[config.mk]
export PLATFORM = sky130hd
export DESIGN_NAME = sorted_list_engine
export DESIGN_NICKNAME = d
export VERILOG_FILES = /design/src/rtl/slc_pkg.sv /design/src/rtl/slc_cell.sv /design/src/rtl/sorted_list_engine.sv
export VERILOG_INCLUDE_DIRS = /design/src /design/src/rtl
export SDC_FILE = /design/constraint.sdc
export NUM_CORES = 2
export LEC_CHECK = 0
export BUFFER_PORTS_ARGS = -buffer_cell sky130_fd_sc_hd__buf_2
export CAP_MARGIN = 25
export CELL_PAD_IN_SITES_DETAIL_PLACEMENT = 0
export CELL_PAD_IN_SITES_GLOBAL_PLACEMENT = 2
export CORE_ASPECT_RATIO = 1.1
export CORE_MARGIN = 1
export CORE_UTILIZATION = 44
export CTS_CLUSTER_DIAMETER = 50
export DETAILED_ROUTE_END_ITERATION = 8
export PLACE_DENSITY_LB_ADDON = 0.1
export REMOVE_ABC_BUFFERS = 1
export SETUP_SLACK_MARGIN = 0.5
export SYNTH_ARGS = -nofsm -noshare
export SYNTH_HDL_FRONTEND = slang
export SYNTH_SLANG_ARGS = --single-unit
[constraint.sdc]
create_clock -name clk -period 7.6 [get_ports clk]
set_clock_uncertainty 0.05 [all_clocks]
set_input_delay 0.38 -clock clk [delete_from_list [all_inputs] [get_ports clk]]
set_output_delay 0.38 -clock clk [all_outputs]
set_load 0.02 [all_outputs]
[src/rtl/assert_macros.svh]
// ----------------------------------------------------------------------------
// Assertion macros
// Shared concurrent assertion forms for the sorted list engine.
// ----------------------------------------------------------------------------
`ifndef ASSERT_MACROS_SVH
`define ASSERT_MACROS_SVH

// Same-cycle implication, disabled while reset is asserted.
`define SLE_ASSERT_IMPL(label, clk, rst_n, ante, cons) \
    label: assert property (@(posedge clk) disable iff (!rst_n) (ante) |-> (cons)) \
        else $error("sorted list engine: same-cycle check failed");

// Next-cycle implication, disabled while reset is asserted.
`define SLE_ASSERT_NEXT(label, clk, rst_n, ante, cons) \
    label: assert property (@(posedge clk) disable iff (!rst_n) (ante) |=> (cons)) \
        else $error("sorted list engine: next-cycle check failed");

`endif

[src/rtl/slc_pkg.sv]
// ----------------------------------------------------------------------------
// slc_pkg
// Types and constants shared by the sorted list engine and its cells.
// ----------------------------------------------------------------------------
package slc_pkg;

    localparam int DATA_W       = 32;
    localparam int ACTION_W     = 2;
    localparam int STATUS_W     = 2;
    localparam int HELD_W       = 5;
    localparam int CAPACITY_DEF = 16;

    typedef enum logic [ACTION_W-1:0] {
        ACT_INSERT = 2'd0,
        ACT_SEARCH = 2'd1,
        ACT_DELETE = 2'd2,
        ACT_NONE   = 2'd3
    } action_t;

    typedef enum logic [STATUS_W-1:0] {
        STS_DONE      = 2'd0,
        STS_FOUND     = 2'd1,
        STS_NOT_FOUND = 2'd2,
        STS_FULL      = 2'd3
    } status_t;

    // Broadcast control from the sequencer to every cell.
    typedef struct packed {
        logic              compare;
        logic              insert;
        logic              remove;
        logic [DATA_W-1:0] key;
    } slc_ctrl_t;

endpackage

[src/rtl/slc_cell.sv]
// ----------------------------------------------------------------------------
// slc_cell
// One slot of the sorted chain: holds a value and its compare flags.
// ----------------------------------------------------------------------------
module slc_cell
    import slc_pkg::*;
(
    input  logic              clk,
    input  logic              rst_n,
    input  slc_ctrl_t         ctrl,
    input  logic              occupied,
    input  logic [DATA_W-1:0] left_val,
    input  logic              left_lt,
    input  logic [DATA_W-1:0] right_val,
    output logic [DATA_W-1:0] val,
    output logic              lt,
    output logic              eq
);

    logic [DATA_W-1:0] val_reg;
    logic              lt_reg;
    logic              eq_reg;

    always_ff @(posedge clk or negedge rst_n)
    begin
        if (!rst_n)
        begin
            lt_reg <= 1'b0;
            eq_reg <= 1'b0;
        end
        else if (ctrl.compare)
        begin
            lt_reg <= occupied && ($signed(val_reg) < $signed(ctrl.key));
            eq_reg <= occupied && (val_reg == ctrl.key);
        end
    end

    // On insert the first cell not below the key takes the new value and every
    // cell after it moves one place right; on delete they all move one place left.
    always_ff @(posedge clk)
    begin
        if (ctrl.insert && !lt_reg)
        begin
            val_reg <= left_lt ? ctrl.key : left_val;
        end
        else if (ctrl.remove && !lt_reg)
        begin
            val_reg <= right_val;
        end
    end

    assign val = val_reg;
    assign lt  = lt_reg;
    assign eq  = eq_reg;

endmodule

[src/rtl/sorted_list_engine.sv]
// ----------------------------------------------------------------------------
// sorted_list_engine
// Sorted table of signed values with insert, search and delete requests.
// ----------------------------------------------------------------------------
//
//  channel | direction | tdata fields (lowest bit first)
//  --------+-----------+---------------------------------------------------
//  s_*     | in        | action[1:0], value[33:2], zero pad[39:34]
//  m_*     | out       | status[1:0], entries_held[6:2], zero pad[7]
//
// Each request has two steps: in the accept cycle every cell compares its
// value with the key, and in the apply step the chain shifts and the result
// is loaded into the output register. The cell chain has a single set of
// compare flags, so one request is in flight at a time.
// Reset clears the entry count and the handshake state; cell values are left
// as they are and only slots below the count are ever used.
// While a result waits on m_tready the next request is still accepted; it
// then holds in the apply step until the output register is free.
//
module sorted_list_engine
    import slc_pkg::*;
#(
    parameter int CAPACITY = CAPACITY_DEF
)
(
    input  logic        clk,
    input  logic        rst_n,
    input  logic        s_tvalid,
    output logic        s_tready,
    input  logic [39:0] s_tdata,   // action[1:0], value[33:2]
    output logic        m_tvalid,
    input  logic        m_tready,
    output logic [7:0]  m_tdata    // status[1:0], entries_held[6:2]
);

`include "assert_macros.svh"

    localparam int CNT_W = $clog2(CAPACITY + 1);

    typedef enum logic [1:0] {
        ST_IDLE  = 2'b01,
        ST_APPLY = 2'b10
    } state_t;

    state_t            state_reg, state_next;
    logic [CNT_W-1:0]  count_reg, count_next;
    action_t           action_reg;
    logic [DATA_W-1:0] value_reg;
    logic              out_valid_reg;
    logic [7:0]        out_data_reg;

    logic              accept;
    logic              apply_fire;
    logic              found;
    logic              is_full;
    status_t           status;
    slc_ctrl_t         ctrl;

    logic [DATA_W-1:0] cell_val [CAPACITY];
    logic [CAPACITY-1:0] cell_lt;
    logic [CAPACITY-1:0] cell_eq;

    logic [CNT_W+HELD_W-1:0] held_ext;

    assign s_tready   = (state_reg == ST_IDLE);
    assign accept     = s_tvalid && s_tready;
    assign apply_fire = (state_reg == ST_APPLY) && (!out_valid_reg || m_tready);

    // The cells compare against the incoming value during the accept cycle
    // and use the captured copy when the chain is rewritten.
    assign found   = |cell_eq;
    assign is_full = (count_reg >= CNT_W'(CAPACITY));

    always_comb
    begin
        ctrl.compare = accept;
        ctrl.key     = accept ? s_tdata[DATA_W+ACTION_W-1:ACTION_W] : value_reg;
        ctrl.insert  = apply_fire && (action_reg == ACT_INSERT) && !is_full;
        ctrl.remove  = apply_fire && (action_reg == ACT_DELETE) && found;
    end

    always_comb
    begin
        status     = STS_DONE;
        count_next = count_reg;
        unique case (action_reg)
            ACT_INSERT:
            begin
                if (is_full)
                begin
                    status = STS_FULL;
                end
                else
                begin
                    count_next = count_reg + CNT_W'(1);
                end
            end
            ACT_SEARCH:
            begin
                status = found ? STS_FOUND : STS_NOT_FOUND;
            end
            ACT_DELETE:
            begin
                if (found)
                begin
                    count_next = count_reg - CNT_W'(1);
                end
                else
                begin
                    status = STS_NOT_FOUND;
                end
            end
            default:
            begin
                status = STS_DONE;
            end
        endcase
    end

    // The reported count wraps at 32, as the five-bit field allows.
    assign held_ext = {{HELD_W{1'b0}}, count_next};

    always_comb
    begin
        state_next = state_reg;
        unique case (state_reg)
            ST_IDLE:
            begin
                if (accept)
                begin
                    state_next = ST_APPLY;
                end
            end
            ST_APPLY:
            begin
                if (apply_fire)
                begin
                    state_next = ST_IDLE;
                end
            end
            default:
            begin
                state_next = ST_IDLE;
            end
        endcase
    end

    always_ff @(posedge clk or negedge rst_n)
    begin
        if (!rst_n)
        begin
            state_reg     <= ST_IDLE;
            count_reg     <= '0;
            out_valid_reg <= 1'b0;
        end
        else
        begin
            state_reg <= state_next;
            if (apply_fire)
            begin
                count_reg     <= count_next;
                out_valid_reg <= 1'b1;
            end
            else if (m_tready)
            begin
                out_valid_reg <= 1'b0;
            end
        end
    end

    always_ff @(posedge clk)
    begin
        if (accept)
        begin
            action_reg <= action_t'(s_tdata[ACTION_W-1:0]);
            value_reg  <= s_tdata[DATA_W+ACTION_W-1:ACTION_W];
        end
        if (apply_fire)
        begin
            out_data_reg <= {1'b0, held_ext[HELD_W-1:0], status};
        end
    end

    assign m_tvalid = out_valid_reg;
    assign m_tdata  = out_data_reg;

    // Chain of cells: slot 0 holds the smallest value.
    genvar gi;
    generate
        for (gi = 0; gi < CAPACITY; gi++)
        begin : g_cell
            logic [DATA_W-1:0] left_val;
            logic              left_lt;
            logic [DATA_W-1:0] right_val;

            if (gi == 0)
            begin : g_first
                assign left_val = value_reg;
                assign left_lt  = 1'b1;
            end
            else
            begin : g_inner
                assign left_val = cell_val[gi-1];
                assign left_lt  = cell_lt[gi-1];
            end

            if (gi == CAPACITY - 1)
            begin : g_last
                assign right_val = cell_val[gi];
            end
            else
            begin : g_body
                assign right_val = cell_val[gi+1];
            end

            slc_cell u_cell (
                .clk       (clk),
                .rst_n     (rst_n),
                .ctrl      (ctrl),
                .occupied  (CNT_W'(gi) < count_reg),
                .left_val  (left_val),
                .left_lt   (left_lt),
                .right_val (right_val),
                .val       (cell_val[gi]),
                .lt        (cell_lt[gi]),
                .eq        (cell_eq[gi])
            );
        end
    endgenerate

    // The count never passes the capacity of the chain.
    `SLE_ASSERT_IMPL(a_count_bound, clk, rst_n, 1'b1, count_reg <= CNT_W'(CAPACITY))
    // An accepted request always moves on to the apply step.
    `SLE_ASSERT_NEXT(a_accept_apply, clk, rst_n, accept, state_reg == ST_APPLY)
    // The count only changes when a request is applied.
    `SLE_ASSERT_NEXT(a_count_hold, clk, rst_n, !apply_fire, $stable(count_reg))
    // A full status goes out only with the chain at capacity.
    `SLE_ASSERT_IMPL(a_full_status, clk, rst_n,
        m_tvalid && (m_tdata[STATUS_W-1:0] == STS_FULL), count_reg == CNT_W'(CAPACITY))

endmodule

==> impl_metrics.toml <==
[setup_path]
critical_path.startpoint_type = "register"
timing.critical_path.from = "state_reg[1]$_DFFE_PN0P_"
critical_path_peak_fanout = 59
arrival_ps = 5420
crit_type = "reg -> reg"
worstRegToRegCells = 11
critPathCaptureType = "register"
reg2reg_slack_ps = 2660
critPathCapture = "g_cell[8].u_cell.lt$_DFFE_PN0N_"
required_time_reported_for_the_critical_path_endpoint_ps = 8080
rr_endpoint = "g_cell[8].u_cell.lt$_DFFE_PN0N_"
worstReg2RegStart = "state_reg[1]$_DFFE_PN0P_"

[timing]
fin_tns_setup_ps = 0
layout_min_cycle_time_ps = 4940
setup_viol = 0
period_share_pct = 65.1
timing_worst_slew_pin_value_ps = 995
grt_setup_unrepaired = "no"
slew_headroom_pct = 33.5
final_max_slew_viol_count = 0
number_of_endpoints_with_negative_hold_slack_in_the_final_report = 0
clock.fmax_ghz = 0.202

[logic_synthesis]
xor_xnor_share_of_the_synthesized_area_pct = 0.511
synth_fa_ha_area_share_pct = 16.1
ys.flop_type = "edfxtp_1"
synth.yosys.seq_area_share_pct = 43.9
count_of_state_elements_after_synthesis = 593
yosys.cell_types.count = 69
syn_inst = 4354
dominant_combinational_cell_family_by_area_after_synthesis = "compound AO/OA/AOI/OAI gates"
synthSimpleGateAreaFrac_pct = 15.1
synth-async-reset-ratio_pct = 6.75
number_of_warnings_printed_during_yosys_synthesis = 0
synthMuxAreaShare_pct = 0.917
syn_avg_cell_area_um2 = 9.05
post_synthesis_compound_gate_area_fraction_pct = 20.0
synth_enable_flop_cells = 521
syn_area_um2 = 39400

[cells_and_area]
flow.area_growth_from_synthesis_pct = 13.3
layout_common_cells = "nand2_1 (985), o21ai_0 (969), edfxtp_1 (521)"
design.final.nets = 4878
layout_commonest_cell = "nand2_1"
largest_register_ff_count = 512
layout-drive-gt1-share_pct = 8.70
fillers = 8395
final_cells = 5574

[global_routing]
gr-total-overflow = 0
vias_in_the_first_global_route = 29600
first_pass_grt_wire_length_mm = 175
antenna_found_initial = 0
grt_start_max_net_pins = 69
grt_util_all_layers_pct = 24.8

[worst_hold_path]
holdCritPathClass = "in -> reg"

[pwr]
ir_drop_worst_vdd_mv = 0.182
power-per-cell-area_nw_per_um2 = 264
power.leakage_nw = 18.5
power.total_mw = 11.8

[die]
io-pin-count = 54
die_x_um = 287
design.core.area_um2 = 88300
die_h_um = 316
die_area_um2 = 90800
starting_density_of_the_core_pct = 44.7
rows = 114

[cts]
cts.root.buffer_cell = "clkbuf_16"
clk_pin_slew_worst_paths_ps = 60
clockBufferDepth = 3
cts_tree = "built"
clkLatencyLatePin_ps = 650
cts_num_sinks = 593
numCtsBuffers = 94
htree_num_levels = 3

[routing]
routed_via_density = 5.50
remaining_drc_errors = 0
route.vias.total = 30700
drt_iter0_markers = 1786
drt_pass1_iterations = 5
finalWirelength_mm = 112
antenna_left = 0
wl_per_cell_um = 20.1

[placed_design]
port_buffers = 46
dp_cells = 5387
place.detailed.hpwl_mm = 85.2
placer_congestion = 0.863

[job]
drv_cap = 0

[status]
outcome = "complete, no violations"
cell usage after synthesis, types with 7 or more instances:
master | n | share of area, %
mux2i_1 | 35 | 0.89
nor2_1 | 161 | 1.5
o31ai_1 | 7 | 0.13
a31oi_1 | 8 | 0.13
a21o_1 | 130 | 2.5
a211oi_1 | 21 | 0.40
dfxtp_1 | 32 | 1.6
nand2b_1 | 10 | 0.16
nor2b_1 | 16 | 0.25
clkbuf_1 | 228 | 2.2
or2_2 | 23 | 0.36
o2111ai_1 | 7 | 0.16
ha_1 | 499 | 16
a221oi_1 | 12 | 0.27
or3_1 | 9 | 0.14
xnor2_1 | 21 | 0.47
nand4_1 | 97 | 1.5
inv_1 | 81 | 0.77
nor3_1 | 28 | 0.36
maj3_1 | 12 | 0.30
o21a_1 | 7 | 0.13
nand2_1 | 985 | 9.4
o211ai_1 | 10 | 0.19
buf_2 | 27 | 0.34
a21oi_1 | 199 | 2.5
nand3_1 | 35 | 0.44
dfrtp_1 | 39 | 2.5
o21ai_0 | 969 | 12
edfxtp_1 | 521 | 40
nor4_1 | 20 | 0.32
cells by family after synthesis:
family | count (synthesis)
AO/OA/AOI/OAI | 1429
XOR/XNOR | 23
adder cells (fa/ha/maj) | 511
buffers and inverters | 345
flip-flops | 593
multiplexers | 36
other | 1
AND/OR/NAND/NOR | 1416
power breakdown:
group	switching, mW	internal, mW	total [mW]	leakage (nW)
Combinational	2.44	1.29	3.73	11.5
Sequential	0.0548	3.61	3.66	5.45
Clock	1.63	2.76	4.39	1.53
metrics by stage:
stage	utilization (%)	hold WS, ps	setup WS, ps	cell area [µm²]
after floorplan	-	34.4	1980	38400
after global placement	46.7	411	2500	41200
after detailed placement	46.8	423	2560	41300
after CTS	50.5	9.51	2620	44500
after global routing	50.6	40.3	2330	44700
final	50.6	42.0	2660	44700
routing by layer:
metal	vias up	routed length (µm)	GRT usage, %
li1	15900	-	-
met5	-	0	0
met2	539	55200	43.5
met3	128	3790	2.71
met1	14100	50100	32.3
met4	0	2740	6.72
worst min path at each step:
stage	startpoint	end	slack, ps	depth (start not counted)
CTS	s_tdata[6]	g_cell[0].left_val[4]$_DFF_P_	10	3
global route	s_tdata[30]	g_cell[0].left_val[28]$_DFF_P_	40	3
floorplan	rst_n	count_reg[0]$_DFFE_PN0P_	30	0
finish	s_tdata[30]	g_cell[0].left_val[28]$_DFF_P_	40	3
global placement	g_cell[5].u_cell.eq$_DFFE_PN0N_	g_cell[5].u_cell.eq$_DFFE_PN0N_	410	2
detailed placement	g_cell[3].u_cell.eq$_DFFE_PN0N_	g_cell[3].u_cell.eq$_DFFE_PN0N_	420	1
worst max-delay path: stages, from the launching register on:
cell	delay, ps
dfrtp_1	380
nand3b_4	500
buf_12	570
mux2i_4	650
ha_1	350
and2_0	180
a221o_1	400
a221oi_1	700
o211ai_1	230
a2111oi_2	460
mux2i_1	130
a22o_1	200
area by class of cell:
class	instances	area, µm²	share of cell area, %
Timing Repair Buffer	147	1150	2.58
Sequential cell	593	17300	38.7
Inverter	83	312	0.697
Antenna cell	1	2.50	0.00560
Tap cell	1160	1450	3.25
Clock buffer	120	2550	5.72
Multi-Input combinational cell	3416	21300	47.6
Clock inverter	54	633	1.42
timing repair:
item                      in CTS  in global routing
setup buffers                  0                  0
hold buffers                   6                  0
hold endpoints to repair      44                  0
gates resized for setup        0                  0
Note: power is estimated with default switching activity, not from simulation.
